<file path="src/rtl/core/vse_pkg.sv">
`timescale 1ns / 1ps
// Voxel span expander: shared types, constants and register indexes.
// No dependencies; used by every module of the block.
package vse_pkg;

  // Section size limit and the derived byte offset saturation point
  localparam int unsigned MAX_SECTION_BYTES = 1048576;
  localparam int unsigned OFS_W = 20;
  localparam int unsigned HPOS_W = 10;
  localparam int unsigned OFS_SPAN =
      (MAX_SECTION_BYTES < (1 << OFS_W)) ? MAX_SECTION_BYTES : (1 << OFS_W);
  localparam logic [OFS_W-1:0] OFS_LIMIT = OFS_W'(OFS_SPAN - 1);

  // Configuration port
  localparam int unsigned CFG_IDX_W = 2;
  localparam int unsigned CFG_DATA_W = 16;
  localparam logic [CFG_IDX_W-1:0] CFG_COLUMN_HEIGHT = 2'd0;
  localparam logic [CFG_IDX_W-1:0] CFG_COLUMN_TOTAL = 2'd1;

  // Result kinds
  localparam logic KIND_DATA = 1'b0;
  localparam logic KIND_RECORD = 1'b1;

  // Parser phase within a span
  typedef enum logic [3:0] {
    PH_SKIP   = 4'b0001,
    PH_COUNT  = 4'b0010,
    PH_COLOR  = 4'b0100,
    PH_NORMAL = 4'b1000
  } phase_e;

  // One output transaction
  typedef struct packed {
    logic             kind;
    logic [7:0]       data_byte;
    logic             column_empty;
    logic [OFS_W-1:0] span_first;
    logic [OFS_W-1:0] span_final;
    logic             section_done;
    logic             overflow;
    logic             run_last;
  } result_t;

  // All results caused by one input byte, in output order
  typedef struct packed {
    logic [1:0]        count;
    result_t [2:0]     item;
  } result_batch_t;

endpackage

</file>
<file path="src/rtl/core/vse_core.sv">
`timescale 1ns / 1ps
// Span parser: configuration registers, column/section state and result
// generation for one input byte per cycle while accept_i is high. Depends on vse_pkg.
module vse_core import vse_pkg::*; (
  input  logic                 clk_i,
  input  logic                 rst_ni,
  input  logic                 cfg_we_i,
  input  logic [CFG_IDX_W-1:0] cfg_index_i,
  input  logic [CFG_DATA_W-1:0] cfg_wdata_i,
  input  logic                 accept_i,
  input  logic [7:0]           in_byte_i,
  output result_batch_t        batch_o
);

  // Saturating offset step: returns {overflow, offset}
  function automatic logic [OFS_W:0] sat_inc(input logic [OFS_W-1:0] ofs,
                                             input logic ovf);
    logic [OFS_W:0] r;
    if (ofs >= OFS_LIMIT) begin
      r = {1'b1, OFS_LIMIT};
    end else begin
      r = {ovf, ofs + OFS_W'(1)};
    end
    return r;
  endfunction

  logic [7:0]        height_cfg_q;
  logic [15:0]       total_cfg_q;

  phase_e            phase_q, phase_d;
  logic [HPOS_W-1:0] hpos_q, hpos_d;
  logic [7:0]        pairs_q, pairs_d;
  logic [7:0]        span_q, span_d;
  logic [OFS_W-1:0]  ofs_q, ofs_d;
  logic [OFS_W-1:0]  col_start_q, col_start_d;
  logic [15:0]       cols_q, cols_d;
  logic              ovf_q, ovf_d;
  logic              has_q, has_d;

  logic              data1_en, fin, end_skip, fin_end, end_col, done;
  logic [7:0]        fin_byte;
  logic [HPOS_W-1:0] hpos_new;
  logic [7:0]        pairs_new;
  phase_e            phase_new;
  logic [OFS_W-1:0]  ofs1, ofs_e;
  logic              ovf1, ovf_e, has_e;
  logic [OFS_W:0]    step1, step2;
  logic [15:0]       cols_inc;
  result_t           res_d1, res_d2, res_rec;

  // Configuration writes
  always_ff @(posedge clk_i or negedge rst_ni) begin
    if (!rst_ni) begin
      height_cfg_q <= 8'd1;
      total_cfg_q  <= 16'd1;
    end else if (cfg_we_i) begin
      case (cfg_index_i)
        CFG_COLUMN_HEIGHT: height_cfg_q <= cfg_wdata_i[7:0];
        CFG_COLUMN_TOTAL:  total_cfg_q  <= cfg_wdata_i;
        default: ;
      endcase
    end
  end

  // Span decode for the incoming byte
  always_comb begin
    data1_en  = 1'b0;
    fin       = 1'b0;
    end_skip  = 1'b0;
    fin_byte  = span_q;
    hpos_new  = hpos_q;
    pairs_new = pairs_q;
    span_d    = span_q;
    phase_new = phase_q;
    case (phase_q)
      PH_SKIP: begin
        if (in_byte_i == height_cfg_q) begin
          end_skip = 1'b1;
        end else begin
          data1_en  = 1'b1;
          hpos_new  = hpos_q + HPOS_W'(in_byte_i);
          phase_new = PH_COUNT;
        end
      end
      PH_COUNT: begin
        data1_en  = 1'b1;
        span_d    = in_byte_i;
        pairs_new = in_byte_i;
        fin_byte  = in_byte_i;
        fin       = (in_byte_i == 8'd0);
        phase_new = PH_COLOR;
      end
      PH_COLOR: begin
        data1_en  = 1'b1;
        phase_new = PH_NORMAL;
      end
      PH_NORMAL: begin
        data1_en  = 1'b1;
        pairs_new = pairs_q - 8'd1;
        hpos_new  = hpos_q + HPOS_W'(1);
        fin       = (pairs_new == 8'd0);
        phase_new = PH_COLOR;
      end
      default: ;
    endcase
    if (fin) begin
      phase_new = PH_SKIP;
    end
    fin_end = fin && (hpos_new >= {2'b00, height_cfg_q});
    end_col = end_skip || fin_end;
  end

  // Offset accounting for up to two data bytes
  always_comb begin
    step1 = sat_inc(ofs_q, ovf_q);
    {ovf1, ofs1} = data1_en ? step1 : {ovf_q, ofs_q};
    step2 = sat_inc(ofs1, ovf1);
    {ovf_e, ofs_e} = fin ? step2 : {ovf1, ofs1};
    has_e    = has_q | data1_en;
    cols_inc = cols_q + 16'd1;
    done     = (cols_inc == total_cfg_q);
  end

  // Result assembly
  always_comb begin
    res_d1              = '0;
    res_d1.kind         = KIND_DATA;
    res_d1.data_byte    = in_byte_i;
    res_d1.overflow     = ovf1;
    res_d1.run_last     = !fin;

    res_d2              = '0;
    res_d2.kind         = KIND_DATA;
    res_d2.data_byte    = fin_byte;
    res_d2.overflow     = step2[OFS_W];
    res_d2.run_last     = !fin_end;

    res_rec              = '0;
    res_rec.kind         = KIND_RECORD;
    res_rec.column_empty = !has_e;
    res_rec.span_first   = has_e ? col_start_q : '0;
    res_rec.span_final   = !has_e ? '0 : (ovf_e ? OFS_LIMIT : ofs_e - OFS_W'(1));
    res_rec.section_done = done;
    res_rec.overflow     = ovf_e;
    res_rec.run_last     = 1'b1;

    batch_o.item[0] = data1_en ? res_d1 : res_rec;
    batch_o.item[1] = res_d2;
    batch_o.item[2] = res_rec;
    if (end_skip) begin
      batch_o.count = 2'd1;
    end else begin
      batch_o.count = 2'd1 + 2'(fin) + 2'(fin_end);
    end
  end

  // Next state
  always_comb begin
    phase_d     = phase_new;
    hpos_d      = hpos_new;
    pairs_d     = pairs_new;
    ofs_d       = ofs_e;
    ovf_d       = ovf_e;
    has_d       = has_e;
    cols_d      = cols_q;
    col_start_d = col_start_q;
    if (end_col) begin
      phase_d = PH_SKIP;
      hpos_d  = '0;
      pairs_d = '0;
      has_d   = 1'b0;
      if (done) begin
        ofs_d  = '0;
        ovf_d  = 1'b0;
        cols_d = '0;
      end else begin
        cols_d = cols_inc;
      end
      col_start_d = done ? '0 : ofs_e;
    end
  end

  // State registers, advanced once per accepted transaction
  always_ff @(posedge clk_i or negedge rst_ni) begin
    if (!rst_ni) begin
      phase_q     <= PH_SKIP;
      hpos_q      <= '0;
      pairs_q     <= '0;
      span_q      <= '0;
      ofs_q       <= '0;
      col_start_q <= '0;
      cols_q      <= '0;
      ovf_q       <= 1'b0;
      has_q       <= 1'b0;
    end else if (accept_i) begin
      phase_q     <= phase_d;
      hpos_q      <= hpos_d;
      pairs_q     <= pairs_d;
      span_q      <= span_d;
      ofs_q       <= ofs_d;
      col_start_q <= col_start_d;
      cols_q      <= cols_d;
      ovf_q       <= ovf_d;
      has_q       <= has_d;
    end
  end

  // Overflow flag only ever stands with the offset pinned at its limit
  a_ovf_pinned: assert property (@(posedge clk_i) disable iff (!rst_ni)
    ovf_q |-> (ofs_q == OFS_LIMIT))
    else $error("overflow flag set with offset below limit");

  // Section end restarts offsets, the overflow flag and the column count
  a_section_restart: assert property (@(posedge clk_i) disable iff (!rst_ni)
    (accept_i && end_col && done) |=> (ofs_q == '0) && !ovf_q && (cols_q == '0))
    else $error("section end did not restart offsets");

  // A column in progress never starts past the current offset
  a_start_order: assert property (@(posedge clk_i) disable iff (!rst_ni)
    col_start_q <= ofs_q)
    else $error("column start beyond byte offset");

endmodule

</file>
<file path="src/rtl/core/vse_outq.sv">
`timescale 1ns / 1ps
// Four-entry result queue: takes up to three results per input transaction
// and hands them out one per cycle unless the receiver stalls. Depends on vse_pkg.
module vse_outq import vse_pkg::*; (
  input  logic          clk_i,
  input  logic          rst_ni,
  input  logic          push_i,
  input  result_batch_t batch_i,
  output logic          room_o,
  output logic          out_valid_o,
  input  logic          out_stall_i,
  output result_t       head_o
);

  result_t    entries_q [4];
  logic [1:0] rd_q, wr_q;
  logic [2:0] count_q;
  logic [1:0] push_n;
  logic       pop;

  // Room for a full batch once at most one result is waiting
  assign room_o      = (count_q <= 3'd1);
  assign out_valid_o = (count_q != 3'd0);
  assign head_o      = entries_q[rd_q];
  assign pop         = out_valid_o && !out_stall_i;
  assign push_n      = push_i ? batch_i.count : 2'd0;

  // Entry storage
  always_ff @(posedge clk_i) begin
    for (int k = 0; k < 3; k++) begin
      if (push_i && (2'(k) < batch_i.count)) begin
        entries_q[wr_q + 2'(k)] <= batch_i.item[k];
      end
    end
  end

  // Pointers and occupancy
  always_ff @(posedge clk_i or negedge rst_ni) begin
    if (!rst_ni) begin
      rd_q    <= '0;
      wr_q    <= '0;
      count_q <= '0;
    end else begin
      wr_q    <= wr_q + push_n;
      rd_q    <= rd_q + 2'(pop);
      count_q <= count_q + 3'(push_n) - 3'(pop);
    end
  end

  a_no_overrun: assert property (@(posedge clk_i) disable iff (!rst_ni)
    count_q <= 3'd4)
    else $error("result queue overrun");

  a_push_fits: assert property (@(posedge clk_i) disable iff (!rst_ni)
    (push_n != 2'd0) |-> (count_q + 3'(push_n) <= 3'd4))
    else $error("batch pushed without room");

  a_hold_stalled: assert property (@(posedge clk_i) disable iff (!rst_ni)
    (out_valid_o && out_stall_i) |=> out_valid_o)
    else $error("stalled result dropped");

endmodule

</file>
<file path="src/rtl/core/voxel_span_expander_unit.sv">
`timescale 1ns / 1ps
// The results of a byte enter the result queue when the byte is accepted and leave it
// in order. Throughput: one byte per cycle while the receiver takes results; a byte
// causing two or three results holds the input while the result queue drains.
// Reset clears parser state, offsets and the result queue; column_height and
// column_total return to 1. No clearing pass is needed.
// Depends on vse_pkg, vse_core and vse_outq.
module voxel_span_expander_unit import vse_pkg::*; (
  input  logic                  clk_i,
  input  logic                  rst_ni,
  // configuration
  input  logic                  cfg_we_i,
  input  logic [CFG_IDX_W-1:0]  cfg_index_i,
  input  logic [CFG_DATA_W-1:0] cfg_wdata_i,
  // byte stream in
  input  logic                  in_valid_i,
  output logic                  in_stall_o,
  input  logic [7:0]            in_byte_i,
  // results out
  output logic                  out_valid_o,
  input  logic                  out_stall_i,
  output logic                  kind_o,
  output logic [7:0]            data_byte_o,
  output logic                  column_empty_o,
  output logic [OFS_W-1:0]      span_first_o,
  output logic [OFS_W-1:0]      span_final_o,
  output logic                  section_done_o,
  output logic                  overflow_o,
  output logic                  run_last_o
);

  logic          room;
  logic          accept;
  result_batch_t batch;
  result_t       head;

  assign in_stall_o = !room;
  assign accept     = in_valid_i && room;

  vse_core u_core (
    .clk_i       (clk_i),
    .rst_ni      (rst_ni),
    .cfg_we_i    (cfg_we_i),
    .cfg_index_i (cfg_index_i),
    .cfg_wdata_i (cfg_wdata_i),
    .accept_i    (accept),
    .in_byte_i   (in_byte_i),
    .batch_o     (batch)
  );

  vse_outq u_outq (
    .clk_i       (clk_i),
    .rst_ni      (rst_ni),
    .push_i      (accept),
    .batch_i     (batch),
    .room_o      (room),
    .out_valid_o (out_valid_o),
    .out_stall_i (out_stall_i),
    .head_o      (head)
  );

  // Result fields
  assign kind_o         = head.kind;
  assign data_byte_o    = head.data_byte;
  assign column_empty_o = head.column_empty;
  assign span_first_o   = head.span_first;
  assign span_final_o   = head.span_final;
  assign section_done_o = head.section_done;
  assign overflow_o     = head.overflow;
  assign run_last_o     = head.run_last;

endmodule

</file>
<file path="config.mk">
export PLATFORM = sky130hd
export DESIGN_NAME = voxel_span_expander_unit
export DESIGN_NICKNAME = d
export VERILOG_FILES = /design/src/rtl/core/vse_pkg.sv /design/src/rtl/core/vse_core.sv /design/src/rtl/core/vse_outq.sv /design/src/rtl/core/voxel_span_expander_unit.sv
export SDC_FILE = /design/constraint.sdc
export NUM_CORES = 1
export LEC_CHECK = 0
export BUFFER_PORTS_ARGS = -buffer_cell sky130_fd_sc_hd__clkbuf_2
export CORE_MARGIN = 4
export CORE_UTILIZATION = 41
export DETAILED_ROUTE_END_ITERATION = 12
export RECOVER_POWER = 50
export SLEW_MARGIN = 20
export SYNTH_ARGS = -nofsm -noshare
export SYNTH_HDL_FRONTEND = slang
export SYNTH_HIERARCHICAL = 1
export SYNTH_SLANG_ARGS = --single-unit
</file>
<file path="constraint.sdc">
create_clock -name clk_i -period 8.4 [get_ports clk_i]
set_input_delay 1.68 -clock clk_i [delete_from_list [all_inputs] [get_ports clk_i]]
set_output_delay 1.68 -clock clk_i [all_outputs]
set_load 0.01 [all_outputs]
</file>
==> metrics.md, run 1 <==
| Metric | Value |
|---|---|
| Status | finished with violations |
| Failing checks | max-capacitance violations, max-slew violations |
| Final Routed Wirelength | 71.77 mm |
| XOR/XNOR Fraction of Synth Area | 2.981% |
| Core area | 53810 sq um |
| WP buf/inv | 3 |
| Number of flops mapped to enable cells by yosys | 212 |
| Largest net degree at the start of global routing | 83 |
| F_max | 134.5 MHz |
| Setup_tns | 0 ns |
| CTS Sinks | 331 |
| Avg Cell Area, Syn | 9.448 sq um |
| Slowest CP cell | clkbuf_1 |
| Synth Instances | 2363 |
| Crit-path max cell delay | 2.30 ns |
| H-tree depth | 2 |
| Placer Congestion | 0.9745 |
| Worst-path clk slew | 0.06 ns |
| RSZ-0062 raised after global routing | no |
| Top post-synthesis cells by area | edfxtp_1 29%, dfrtp_1 13%, nand2_1 5.8%, nor3_1 5.6%, mux2i_1 5.5% |
| PD cells | 331.5 nW/um^2 |
| Synth Area in Compound Gates | 13.59% |
| Min Tclk post-route | 7.433 ns |
| I/O Pins | 86 |
| Share of layout cells above drive strength 1 | 11.27% |
| Placement Rows | 85 |
| Die height | 241.4 um |
| Synth area leader | edfxtp_1 |
| Cts bufs inserted | 41 |
| Max VDD drop | 0.0001602 V |
| Mux contribution to synthesized area | 13.09% |
| Area share of the largest cell type after synthesis | 28.51% |
| DRC violations left | 0 |
| Root buffer cell | clkbuf_16 |
| # setup viols final | 0 |
| Drt wl/cell | 23.35 um |
| DRT antenna net count | 0 |
| Distinct cells, synth | 91 |
| Yosys warnings | 6 |
| Initial Util | 41.49% |
| Post-CTS setup buffer count | 0 |
| DR vias | 19080 |
| HP Class | reg2reg |
| Vias in the first global route | 18640 |
| Max-slew headroom at the worst pin | -109.4% |
| DP Wirelength | 44.42 mm |
| Remaining Overflow, GRT | 0 |
| Detailed router's first-iteration violation count | 2006 |
| Setup CP Type | in2reg |
| Clk_lat worst skew | 0.59 ns |
| Total Routing Usage GR | 24.15% |
| Fraction of the yosys area taken by sequential cells | 41.87% |
| Final Max Tran Viols | 312 |
| WP data arrival | 7.63 ns |
| Post-synth top cells | 345 x nand2_1, 248 x nor3_1, 212 x edfxtp_1 |
| Clock skew | 0.02508 ns |
| Post-Synth Adder-Cell Area | 1.681% |
| Worst path required time | 8.60 ns |
| MaxCap Viol Count | 7 |
| Hold_buf cts | 0 |
| # port buffers | 85 |
| Crit path max fanout | 67 |
| Final nets | 2403 |
| Largest family of logic cells by synthesized area | simple AND/OR/NAND/NOR gates |
| Tcrit/Tclk final | 88.49% |
| Slew @ Worst Pin | 3.141 ns |
| Width of the die | 241.4 um |
| CTS resizes | 0 |
| Top-count cell post-synth | nand2_1 |
| Final worst-path setup slack | 0.9672 ns |
| CP Cell Sequence | clkbuf_2 -> and2_0 -> clkbuf_1 -> nor2b_2 -> clkbuf_2 |
| CTS tree | yes |
| Clock buffer depth | 3 |
| Die area | 58250 sq um |
| Cell mode on critical path | clkbuf_2 |
| Drt via density | 6.208 |
| Dpl ws | 0.9516 ns |
| Worst setup EP type | flop |
| Simple logic cell fraction of the synthesized area | 19.98% |
| Main synth FF type | edfxtp_1 |
| LEAKAGE | 0.008870 uW |
| Area growth syn-to-layout | 8.496% |
| Diodes inserted | 0 |
| Crit path max-delay family | buffers and inverters |
| Critical path launch point type | input pin |
| Cell Area, Synth | 22330 sq um |
| Fin. Hold Viols | 0 |
| Initial antenna violation count | 0 |
| Fraction of registers with async set/reset | 35.95% |
| First-pass GRT wire length | 110.3 mm |
| Synth Register Bits | 331 |
| Pre-Repair DR Iteration Count | 6 |
[area by class of cell]
type	instances	area, sq um
clock inverters	12	112.6
clock buffers	64	1257
fillers	5142	29590
multi-input cells	1785	11730
well taps	696	870.8
inverters	59	221.5
flip-flops and latches	331	9349
repair buffers	126	685.7
[layout by cell type (no fill, tap or decap), drive strengths merged, types with 53 or more instances in the layout]
master / Yosys / layout
o21ai: 82 / 82
nor3: 249 / 249
inv: 59 / 60
mux4: 53 / 53
clkbuf: 92 / 157
a31oi: 114 / 114
mux2i: 122 / 122
nor2: 84 / 84
conb: 2 / 53
edfxtp: 212 / 212
a21oi: 173 / 173
xnor2: 53 / 53
nand2: 345 / 345
dfrtp: 116 / 116
[path summary, 6_finish.rpt]
kind                            slack (ns)  depth (start not counted)                       to         startpoint
worst min-delay path                  0.50                          1         u_core/span_q[3]   u_core/span_q[3]
worst min register to register        0.50                          1         u_core/span_q[3]   u_core/span_q[3]
worst max register to register        1.56                          5  u_outq/entries_q[1][23]  u_outq/count_q[2]
min in group asynchronous             1.81                          1         u_core/cols_q[8]             rst_ni
max in group asynchronous             3.15                          3           u_outq/rd_q[1]             rst_ni
worst max-delay path                  0.97                          5  u_outq/entries_q[1][23]         in_valid_i
[per-stage QoR]
step / utilization (%) / hold slack, ns / std cells / area (sq um) / total power (uW)
floorplan: - / 0.4550 / 2414 / 22520 / 5085
global placement: 42.69 / 0.4730 / 2997 / 22980 / 6180
detailed placement: 42.69 / 0.4899 / 2997 / 22980 / 6245
CTS: 45.24 / 0.5023 / 3073 / 24350 / 8068
global route: 45.01 / 0.5204 / 3073 / 24220 / 8502
finish: 45.01 / 0.5031 / 3073 / 24220 / 8029
[logic make-up after synthesis]
| kind of cell | Yosys count |
|---|---|
| other | 2 |
| multiplexers | 220 |
| buffers and inverters | 298 |
| XOR/XNOR | 76 |
| adder cells (fa/ha/maj) | 29 |
| flip-flops | 331 |
| AO/OA/AOI/OAI | 496 |
| AND/OR/NAND/NOR | 911 |
[worst register-to-register path: stages, from the launching register on]
cell and delay (ns):
dfrtp_1 0.40, nor2_1 0.15, and2_0 0.94, clkbuf_1 2.30
nor2b_2 1.63, clkbuf_2 1.02
[sequential cells by signal (all words and copies together) (netlist names), 2 cells and up]
register,cells
u_core/phase_q,4
u_core/pairs_q,8
u_core/total_cfg_q,16
u_core/cols_q,16
u_core/col_start_q,20
u_outq/rd_q,2
u_outq/wr_q,2
u_outq/count_q,3
u_outq/entries_q,212
u_core/height_cfg_q,8
u_core/ofs_q,20
u_core/span_q,8
u_core/hpos_q,10
[report_power, final]
group	switching [uW]	internal [uW]	leakage (uW)
Sequential	284	2200	0.00346
Clock	735	1070	0.000676
Combinational	2400	1340	0.00474
[routing by layer]
layer  vias up  track usage, %  wire [um]
li1       8628               -          -
met1      9335           32.28      29450
met2       956           40.07      34020
met3       157           3.597       5735
met4         0           8.972       2559
met5         -               0          0
Power figures use the tool's default switching activity.
==> inputs of run 2 (changes only) <==
--- a/config.mk
+++ b/config.mk
@@ -5,6 +5,7 @@
 export SDC_FILE = /design/constraint.sdc
 export NUM_CORES = 1
 export LEC_CHECK = 0
+export ABC_AREA = 1
 export BUFFER_PORTS_ARGS = -buffer_cell sky130_fd_sc_hd__clkbuf_2
 export CORE_MARGIN = 4
 export CORE_UTILIZATION = 41
==> run 2 against run 1 <==
The run still ends with max-capacitance violations, max-slew violations left. Combinational power is 33% lower. Via count rose by 18%. Sequential power down 14%. Largest power group unchanged. Highest routed layer unchanged.
==> metrics.md, run 2 <==
| Metric | Value |
|---|---|
| Status | finished with violations |
| Failing checks | max-capacitance violations, max-slew violations |
| Main synth FF type | edfxtp_1 |
| Number of cells on the critical path | 5 |
| Worst setup EP type | output pin |
| Clock skew | 0.03323 ns |
| Area growth syn-to-layout | 8.021% |
| Worst-path clk slew | 0.06 ns |
| Share of layout cells above drive strength 1 | 7.211% |
| Cell Area, Synth | 23650 sq um |
| CTS tree | yes |
| DRC violations left | 0 |
| R2R Setup Slk | 2.13 ns |
| Clock buffer depth | 3 |
| Register with the most flip-flops | u_outq/entries_q |
| LEAKAGE | 0.01247 uW |
| Top-count cell post-synth | nand2_1 |
| R2r worst-path depth | 9 |
| Root buffer cell | clkbuf_16 |
| Placer Congestion | 0.9070 |
| Clk_lat worst skew | 0.59 ns |
| Total Routing Usage GR | 24.75% |
| Final nets | 3466 |
| Final Max Tran Viols | 261 |
| Top post-synthesis cells by area | edfxtp_1 27%, nand2_1 19%, dfrtp_1 12%, nand3_1 10%, inv_1 5.4% |
| # port buffers | 85 |
| Drt via density | 5.344 |
| Setup_tns | 0 ns |
| Max reg flops | 212 |
| Die height | 248.2 um |
| Crit path max-delay family | buffers and inverters |
| MaxCap Viol Count | 5 |
| Pre-Repair DR Iteration Count | 7 |
| RSZ-0062 raised after global routing | no |
| Commonest non-fill, non-tap cell in the layout | nand2_1 |
| # setup viols final | 0 |
| CP Cell Sequence | clkinvlp_2 -> clkbuf_2 -> o21ai_0 -> o22ai_1 -> clkbuf_1 |
| Crit path max fanout | 59 |
| Fraction of the yosys area taken by sequential cells | 39.53% |
| Die area | 61580 sq um |
| Synth Instances | 3427 |
| DP Wirelength | 47.06 mm |
| Drt wl/cell | 18.41 um |
| First-pass GRT wire length | 121.0 mm |
| Placement Rows | 87 |
| DRT antenna net count | 0 |
| CTS resizes | 0 |
| Initial Util | 41.70% |
| Dpl ws | 1.727 ns |
| Fillers | 5877 |
| Largest net degree at the start of global routing | 96 |
| Core area | 56710 sq um |
| F_max | 144.3 MHz |
| Initial antenna violation count | 1 |
| Min Tclk post-route | 6.932 ns |
| WP data arrival | 5.25 ns |
| Hold_buf cts | 0 |
| Reg2Reg Capture Point | u_outq/entries_q[2][8] |
| Critical path launch point type | flop |
| Most frequent cells in the layout | 1196 x nand2_1, 491 x nand3_1, 342 x inv_1, 253 x nor2_1, 212 x edfxtp_1 |
| R2R Path Start | u_outq/count_q[2] |
| Yosys warnings | 6 |
| Avg Cell Area, Syn | 6.900 sq um |
| Post-synth top cells | 1196 x nand2_1, 494 x nand3_1, 343 x inv_1 |
| Number of flops mapped to enable cells by yosys | 212 |
| Critical path endpoint | column_empty_o |
| Max VDD drop | 0.0001947 V |
| Post-CTS setup buffer count | 0 |
| Synth Register Bits | 331 |
| I/O Pins | 86 |
| Tcrit/Tclk final | 82.52% |
| Remaining Overflow, GRT | 0 |
| Final Routed Wirelength | 77.22 mm |
| Largest regs | u_outq/entries_q x212, u_core/col_start_q x20, u_core/ofs_q x20 |
| Final worst-path setup slack | 1.468 ns |
| DR vias | 22420 |
| Max-slew headroom at the worst pin | -125.1% |
| Area share of the largest cell type after synthesis | 26.92% |
| Synth area leader | edfxtp_1 |
| Slowest CP cell | clkinvlp_2 |
| Detailed router's first-iteration violation count | 2369 |
| WP buf/inv | 3 |
| Critical Path Source | u_outq/rd_q[0] |
| PD cells | 251.5 nW/um^2 |
| Worst path required time | 6.72 ns |
| Diodes inserted | 0 |
| Vias in the first global route | 21080 |
| CTS Sinks | 331 |
| Fin. Hold Viols | 0 |
| Setup CP Type | reg2out |
| Slew @ Worst Pin | 3.376 ns |
| Cts bufs inserted | 40 |
| Width of the die | 248.2 um |
| Fraction of registers with async set/reset | 35.95% |
| HP Class | reg2reg |
| Crit-path max cell delay | 1.77 ns |
| Distinct cells, synth | 57 |
| H-tree depth | 2 |
==> run 2: changes by cell type in the layout (fill, tap and decap cells not counted), moves of 54 or more <==
| cell | change |
|---|---|
| nand3_1 | +452 |
| a21oi_1 | -144 |
| a31oi_1 | -113 |
| nor3_1 | -227 |
| nor2_1 | +171 |
| mux2i_1 | -122 |
| nand2_1 | +852 |
| inv_1 | +284 |
| o22ai_1 | +54 |
| o21ai_0 | +119 |
==> run 2: cell type report <==
class / instances / area (sq um) / share of cell area (%)
clock buffer: 50 / 1111 / 4.350
tap: 756 / 945.9 / 3.703
multi-input combinational: 2555 / 11940 / 46.75
clock inverter: 24 / 242.7 / 0.9502
inverter: 361 / 1365 / 5.344
timing repair buffer: 118 / 585.6 / 2.292
sequential: 331 / 9353 / 36.61
==> run 2: kinds of logic after synthesis <==
| family | synth area share, % |
|---|---|
| xor+xnor | 1.296 |
| compound gates | 7.693 |
| flops | 39.53 |
| buf+inv | 11.01 |
| mux | 0.2381 |
| fa+ha+maj | 1.545 |
| simple gates | 38.66 |
| other cells | 0.03176 |
==> run 2: layer usage <==
metal	track usage, %	routed length (um)
met4	7.408	2026
met1	34.57	33710
met2	40.06	35030
met3	3.649	6449
met5	0	0
==> run 2: how the worst min path moves through the flow <==
stage | start | end | cells past startpoint
after floorplan | u_core/col_start_q[1] | u_core/col_start_q[1] | 2
after global placement | u_core/span_q[3] | u_core/span_q[3] | 2
after CTS | u_core/span_q[6] | u_core/span_q[6] | 2
after global routing | u_core/span_q[6] | u_core/span_q[6] | 2
final | u_core/span_q[6] | u_core/span_q[6] | 2
after detailed placement | u_core/span_q[0] | u_core/span_q[0] | 2
==> run 2: worst min-delay path, cell delays in order, from the launching register on <==
cell and delay, ns:
dfrtp_1 0.34, nand2_1 0.05, nand2_1 0.06
==> run 2: power breakdown <==
group          leakage [uW]  switching [uW]  internal, uW
clock              0.000665             742          1060
combinational       0.00844            1800           695
sequential          0.00336             189          1940
total                0.0125            2730          3700
==> run 2: per-stage QoR <==
| stage | total power, uW | hold WS [ns] | util (%) | area, sq um | instances |
|---|---|---|---|---|---|
| after global placement | 4650 | 0.4625 | 42.86 | 24310 | 4121 |
| after detailed placement | 4667 | 0.4661 | 42.86 | 24310 | 4121 |
| final | 6425 | 0.4809 | 45.04 | 25540 | 4195 |
| after floorplan | 3777 | 0.4492 | - | 23840 | 3478 |
| after CTS | 6483 | 0.4831 | 45.25 | 25660 | 4195 |
| after global routing | 6805 | 0.4891 | 45.04 | 25540 | 4195 |
